==> config.mk <==
export PLATFORM = sky130hd
export DESIGN_NAME = rkc_tap_cell
export DESIGN_NICKNAME = d
export VERILOG_FILES = /design/src/hw/rtl/rkc_pkg.sv /design/src/hw/rtl/rkc_tap_cell.sv
export SDC_FILE = /design/constraint.sdc
export NUM_CORES = 2
export LEC_CHECK = 0
export BUFFER_PORTS_ARGS = -buffer_cell sky130_fd_sc_hd__buf_2
export CAP_MARGIN = 20
export CORE_MARGIN = 2
export CORE_UTILIZATION = 55
export DETAILED_ROUTE_END_ITERATION = 16
export PLACE_DENSITY = 0.77
export SYNTH_ARGS = -nofsm -noshare
export SYNTH_HDL_FRONTEND = slang
export SYNTH_SLANG_ARGS = --single-unit
==> constraint.sdc <==
create_clock -name clock -period 5.9 [get_ports clock]
set_input_delay 1.18 -clock clock [delete_from_list [all_inputs] [get_ports clock]]
set_output_delay 1.18 -clock clock [all_outputs]
set_load 0.01 [all_outputs]
==> src/hw/rtl/rkc_pkg.sv <==
`default_nettype none

package rkc_pkg;

   // Geometry and arithmetic constants
   localparam int unsigned DEFAULT_MAX_WIDTH = 1024;
   localparam int unsigned MAX_HEIGHT        = 1024;
   localparam int unsigned KERNEL_SIZE       = 3;
   localparam int unsigned COEF_FRAC_BITS    = 4;
   localparam int unsigned DIM_W             = 11;
   localparam int unsigned CSR_DATA_W        = 30;
   localparam int unsigned CSR_INDEX_W       = 3;
   localparam int unsigned EMIT_W            = 22;
   localparam int unsigned PROD_W            = 17;
   localparam int unsigned COL_SUM_W         = 19;
   localparam int unsigned ACC_W             = 21;
   localparam int unsigned SUM_W             = ACC_W + 1;
   localparam int unsigned FIELD_W           = 10;
   localparam logic [7:0]  PIXEL_MAX         = 8'd255;

   typedef enum logic [CSR_INDEX_W-1:0] {
      REG_IMAGE_WIDTH   = 3'd0,
      REG_IMAGE_HEIGHT  = 3'd1,
      REG_KERNEL_TOP    = 3'd2,
      REG_KERNEL_MIDDLE = 3'd3,
      REG_KERNEL_BOTTOM = 3'd4,
      REG_BIAS          = 3'd5,
      REG_THRESHOLD     = 3'd6,
      REG_FILTER_ENABLE = 3'd7
   } csr_index_type;

   typedef logic [31:0] pixel_type;
   typedef pixel_type [KERNEL_SIZE-1:0] column_type;
   typedef logic [7:0] coef_type;
   typedef coef_type [KERNEL_SIZE-1:0] coef_column_type;
   typedef logic signed [COL_SUM_W-1:0] col_sum_type;

   typedef struct packed {
      logic                   advance;
      logic                   load;
      logic [KERNEL_SIZE-1:0] row_mask;
      logic                   col_mask;
   } cell_ctrl_type;

   // Clamp a channel sum into a pixel value
   function automatic logic [7:0] normalize(input logic signed [SUM_W-1:0] s,
                                            input logic [FIELD_W-1:0] thr);
      logic signed [SUM_W-1:0] t;
      logic [7:0]              r;
      t = $signed({{(SUM_W-FIELD_W){1'b0}}, thr});
      if (s < 0) begin
         r = 8'd0;
      end else if (s > t) begin
         r = (s >= $signed({{(SUM_W-8){1'b0}}, PIXEL_MAX})) ? PIXEL_MAX : 8'd0;
      end else begin
         r = s[7:0];
      end
      return r;
   endfunction

endpackage

`default_nettype wire

==> src/hw/rtl/rkc_tap_cell.sv <==
`default_nettype none

module rkc_tap_cell (
   input  wire logic                     clock,
   input  wire logic                     reset,
   input  wire rkc_pkg::cell_ctrl_type   ctrl,
   input  wire rkc_pkg::column_type      column_in,
   input  wire rkc_pkg::coef_column_type coefs,
   output rkc_pkg::column_type           column_ff,
   output rkc_pkg::col_sum_type          col_sum_ff [3]
);

   logic [7:0]                          pix_sel [rkc_pkg::KERNEL_SIZE][3];
   logic signed [rkc_pkg::PROD_W-1:0]   prod_in [rkc_pkg::KERNEL_SIZE][3];
   logic signed [rkc_pkg::PROD_W-1:0]   prod_ff [rkc_pkg::KERNEL_SIZE][3];
   rkc_pkg::col_sum_type                col_sum_in [3];

   // Hold one window column, hand it to the left neighbor on load
   always_ff @(posedge clock) begin
      if (reset) begin
         column_ff <= '0;
      end else if (ctrl.load) begin
         column_ff <= column_in;
      end
   end

   // Multiply the incoming column by its coefficients, padding masked taps
   always_comb begin
      for (int r = 0; r < rkc_pkg::KERNEL_SIZE; r++) begin
         for (int ch = 0; ch < 3; ch++) begin
            pix_sel[r][ch] = (ctrl.row_mask[r] && ctrl.col_mask) ?
                             column_in[r][8*ch +: 8] : 8'd0;
            prod_in[r][ch] =
               $signed({{(rkc_pkg::PROD_W-8){1'b0}}, pix_sel[r][ch]}) *
               $signed({{(rkc_pkg::PROD_W-8){coefs[r][7]}}, coefs[r]});
         end
      end
   end

   // Add the three rows of the column per channel
   always_comb begin
      for (int ch = 0; ch < 3; ch++) begin
         col_sum_in[ch] =
            rkc_pkg::COL_SUM_W'(prod_ff[0][ch]) +
            rkc_pkg::COL_SUM_W'(prod_ff[1][ch]) +
            rkc_pkg::COL_SUM_W'(prod_ff[2][ch]);
      end
   end

   always_ff @(posedge clock) begin
      if (ctrl.advance) begin
         prod_ff    <= prod_in;
         col_sum_ff <= col_sum_in;
      end
   end

endmodule

`default_nettype wire

## Word-level counts from Yosys, hierarchy flattened

Cells that the tools add are included.
Widths: inputs -> output; s select.

| storage, ports and cells | value |
|---|---|
| logic and storage cells | 42 |
| output and inout bits | 153 |
| latch bits | 0 |
| memories | 0 |
| flip-flop bits (word level) | 306 |
| bits in read-only memories | 0 |
| input bits | 128 |
| memory bits (writable) | 0 |

| cells by class | value |
|---|---|
| order comparisons | 0 |
| bitwise gates (word level) | 0 |
| div/mod/pow operators | 0 |
| muxes and demuxes | 9 |
| multipliers | 9 |
| shifts and indexed selects | 0 |
| reduce and logical (&&, ||, !) cells | 3 |
| add/sub/neg operators | 6 |
| equality and inequality tests | 0 |

Operators with widths:

| kind | count |
|---|---|
| $mul 9x8->17 | 9 |
| $mux 8 | 9 |
| $add 18x17->19 | 3 |
| $add 17x17->18 | 3 |
| $logic_and 1x1->1 | 3 |

## Logic depth before layout (Yosys ltp)

| depth | value |
|---|---|
| depth in word-level cells | 3 |
| mapped depth | 21 |
| depth with buffers taken out | 19 |

## Least setup slack after synthesis

No wires, ideal clock.

| path | value |
|---|---|
| path kind | input to register |
| from | in ctrl[0] (netlist name) |
| to | reg prod_ff[49] (netlist name), data pin |
| setup time | 0.258 ns |
| slack | 0.176 ns |
| data arrival time | 5.466 ns |
| buffers on the path | 2 |
| stages on the path | 18 |
| required time | 5.642 ns |
| cell sequence | and2_1 -> clkbuf_1 -> clkbuf_1 -> nand3_1 -> fa_1 -> fa_1 -> inv_1 -> fa_1 -> inv_1 -> fa_1 -> inv_1 -> ha_1 -> a21o_1 -> a221oi_2 -> o31ai_1 -> a21oi_1 -> o2bb2ai_1 -> xnor2_1 |

RTL lines:

| element | RTL line | source |
|---|---|---|
| start, declared | rkc_tap_cell.sv:6 | `input wire rkc_pkg::cell_ctrl_type ctrl,` |
| end signal, assigned | rkc_tap_cell.sv:52 | `prod_ff <= prod_in;` |
| end, declared | rkc_tap_cell.sv:15 | `logic signed [rkc_pkg::PROD_W-1:0] prod_ff [rkc_pkg::KERNEL_SIZE][3];` |

==> qor.yml <==
setup_path:
  critical_path.top_delay_family: "adder cells"
  end_kind: "flop"
  critPathMaxStageDelay_ps: 570
  critPathMaxFanout: 61
  startpoint_type: "input pin"
  cp_data_arrival_time_ps: 5860
  cp_slowest_cell: "and2_4"
  crit_end: "prod_ff[16]$_DFFE_PP_"
  reg2reg_slack_ps: 2660
  timing.rr.start: "prod_ff[119]$_DFFE_PP_"
  required_ps: 6220
  ff2ff_path_depth: 12
  path_cells: "buf_2 > and2_4 > buf_4 > nand3_1 > fa_1 > fa_1 > inv_1 > fa_1 > inv_1 > fa_1 > inv_1 > ha_1 > o21a_1 > o31a_1 > nand2b_1 > a41o_1 > o41ai_2 > xnor2_1"
  worstReg2RegEnd: "col_sum_ff[36]$_DFFE_PP_"
  worstSetupStartpoint: "ctrl[0]"
  path_depth: 18
  cp.buffers_inverters: 5
  path_class: "in2reg"
  crit_path_frequent_cell: "fa_1"
power_and_ir_drop:
  powerDensity_mw_per_mm2: 293
  peakVddDrop_mv: 0.246
  power.total_mw: 11.0
  leakagePower_nw: 19.8
cts:
  tritoncts: "yes"
  clk_pin_slew_worst_paths_ps: 60
  cts-buffers-inserted: 38
  ctsLongestPathBuffers: 3
  insertion_delay_ps: 580
  postCtsHoldBufs: 0
  htreeDepth: 2
  cts_setup_buffers: 0
  cts_resized: 0
  cts_root_buffer: "clkbuf_16"
  numClockSinks: 306
sta:
  rsz0062_at_grt: "false"
  final-setup-viol-count: 0
  worstMarginPinSlew_ps: 956
  fin_setup_tns_ps: 0
  clock.fmax_mhz: 181
  final_max_slew_viol_count: 0
  fin_crit_sh_pct: 93.9
  fin_worst_skew_ps: 13.6
  slew_headroom_pct: 36.3
  fin_crit_ps: 5540
  worst_slack_ps: 360
  hold_violations: 0
final_layout:
  stdcell_area_mm2: 0.0377
  drive_gt1_share_pct: 14.0
  area_growth_pct: 12.7
  fin_nets: 4568
routing:
  ant_nets: 0
  wl_per_cell_um: 18.3
  drt_iter0_markers: 2012
  via_count: 25200
  drt-total-wl_mm: 81.1
  vias_per_cell: 5.69
  drc: 0
  first_pass_iters: 5
placement:
  place_ws_ps: -160
  gp_congestion: 0.894
  dpl_cell_area_mm2: 0.0363
  io_buffers: 280
  dpl.hpwl_mm: 61.9
logic_synthesis:
  yosys_most_used_dff: "edfxtp_1"
  synth.yosys.seq_area_share_pct: 24.6
  synthMuxAreaShare_pct: 2.96
  synth_area_mm2: 0.0334
  syn_nets: 4263
  yosys.area.top_type_share_pct: 23.2
  synth_compound_area_share_pct: 7.47
  syn_inst: 3310
  syn_area_per_cell_um2: 10.1
  synth_top_family_by_area: "adder cells"
  yosys_warnings: 0
  async_flop_share_pct: 0
  synthTopCellsByArea: "fa_1 (23%), edfxtp_1 (19%), ha_1 (16%), and3_1 (7.0%), inv_1 (6.0%)"
  synth_edf_count: 210
  synth_seq_cells: 306
  synth_top_area_cell: "fa_1"
  synthDistinctLibCells: 74
  synth_xor_area_share_pct: 3.56
  synth-simple-area-share_pct: 14.2
  synth-adder-area-share_pct: 39.6
global_route:
  grt_pass1_vias: 25800
  overflow: 0
  grt_max_degree: 110
  track_usage_pct: 26.4
  antenna_found_initial: 4
  grt_pass1_wl_mm: 133
status:
  status: "finished clean"
job:
  cap_violations: 0
floorplan:
  core_area_mm2: 0.0602
  die_w_um: 251
  dieArea_mm2: 0.0628
  die_h_um: 251
  io-pin-count: 281
  initial_core_util_pct: 55.5
  row_count: 90
worst_hold_path:
  min-delay-path-class: "reg2reg"
## worst min path at each step
stage,slack (ps),startpoint,end,depth (start not counted)
finish,490,column_ff[22]$_SDFFE_PP0P_,column_ff[22]$_SDFFE_PP0P_,2
global route,510,column_ff[45]$_SDFFE_PP0P_,column_ff[45]$_SDFFE_PP0P_,2
CTS,490,column_ff[93]$_SDFFE_PP0P_,column_ff[93]$_SDFFE_PP0P_,2
detailed placement,480,column_ff[51]$_SDFFE_PP0P_,column_ff[51]$_SDFFE_PP0P_,2
global placement,470,column_ff[89]$_SDFFE_PP0P_,column_ff[89]$_SDFFE_PP0P_,2
floorplan,530,column_ff[31]$_SDFFE_PP0P_,column_ff[31]$_SDFFE_PP0P_,2
## area by class of cell
cell class,count,area (µm²)
multi-input cells,2327,22700
fillers,4793,22600
flip-flops and latches,306,8230
repair buffers,405,2440
inverters,537,2020
clock buffers,47,1050
well taps,782,978
clock inverters,23,282
diodes,3,7.51
## worst min-delay path, stage by stage (launching register included)
cell and delay, ps:
dfxtp_1 320, mux2i_1 60, nor2_1 70
## sequential cells by signal (all words and copies together), names as in the netlist
signal and count:
column_ff 96, prod_ff 153, col_sum_ff 57
## routing by layer
metal | vias up | part of all wire [%] | track usage (%)
li1 | 11800 | - | -
met1 | 12300 | 42 | 34.5
met4 | 2 | 3.9 | 10.7
met3 | 175 | 7.7 | 5.16
met5 | - | 0.012 | 0
met2 | 867 | 47 | 43.2
## placed cells by master (no fill, tap or decap), types with 6 or more instances in the layout
cell       synthesis  layout
o21ai_0           57      57
a211oi_1           7       7
edfxtp_1         210     210
a31oi_1           10      10
buf_4              0     119
a21o_1            39      39
nand4_1            6       6
o21bai_1          13      13
xor2_1            36      36
mux2i_1           99      99
xnor2_1          100     100
fa_1             387     387
nand2b_1          12      12
inv_1            536     536
nor2_1           168     168
and3_1           373     373
dfxtp_1           96      96
o31ai_1            8       8
nor2b_1           18      18
buf_2              7     277
o31a_1             8       8
a21oi_1          136     136
nor3_1            22      22
nand3_1          153     153
o21a_1            26      26
clkbuf_16          0      39
buf_12             0       7
ha_1             438     438
clkinv_2           0       8
nand2_1          106     106
## cell families (layout without fill, tap and decap cells)
kind of cell    Yosys count  count (layout)
simple gates            895             895
other cells               0               3
buf+inv                 677            1012
xor+xnor                136             136
fa+ha+maj               825             825
mux                      99              99
flops                   306             306
compound gates          372             372
## cell usage after synthesis (all sizes together) (4+ instances only)
| library cell | number |
|---|---|
| nor4 | 5 |
| a21o | 39 |
| edfxtp | 210 |
| mux2i | 99 |
| nand2b | 12 |
| xor2 | 36 |
| o31a | 8 |
| o211ai | 5 |
| a211oi | 10 |
| o21ai | 63 |
| ha | 438 |
| nor3 | 22 |
| nor2 | 169 |
| o31ai | 9 |
| and3 | 373 |
| fa | 387 |
| a31oi | 10 |
| or3 | 4 |
| a41oi | 5 |
| a2111oi | 7 |
| o41ai | 5 |
| dfxtp | 96 |
| nor4b | 4 |
| nor2b | 19 |
| xnor2 | 100 |
| o21bai | 13 |
| and2 | 7 |
| a21oi | 139 |
| or2 | 4 |
| buf | 9 |
| inv | 536 |
| nand3 | 153 |
| nand2 | 106 |
| o21a | 26 |
| clkbuf | 131 |
| nand4 | 6 |
## metrics by stage
stage,hold slack (ps),cells,util [%]
final,486,4430,62.5
after CTS,494,4427,62.5
after detailed placement,477,4357,60.3
after global routing,510,4429,62.5
after floorplan,531,3310,-
after global placement,468,4357,60.3
## power by group
| group | total (mW) | internal, mW | leakage [nW] | switching, mW |
|---|---|---|---|---|
| clock network | 2.48 | 1.49 | 0.654 | 0.987 |
| registers | 3.24 | 3.01 | 2.84 | 0.239 |
| logic | 5.29 | 2.26 | 16.3 | 3.03 |
| total | 11.0 | 6.76 | 19.8 | 4.25 |
No activity file was read; power rests on OpenSTA's default activity.
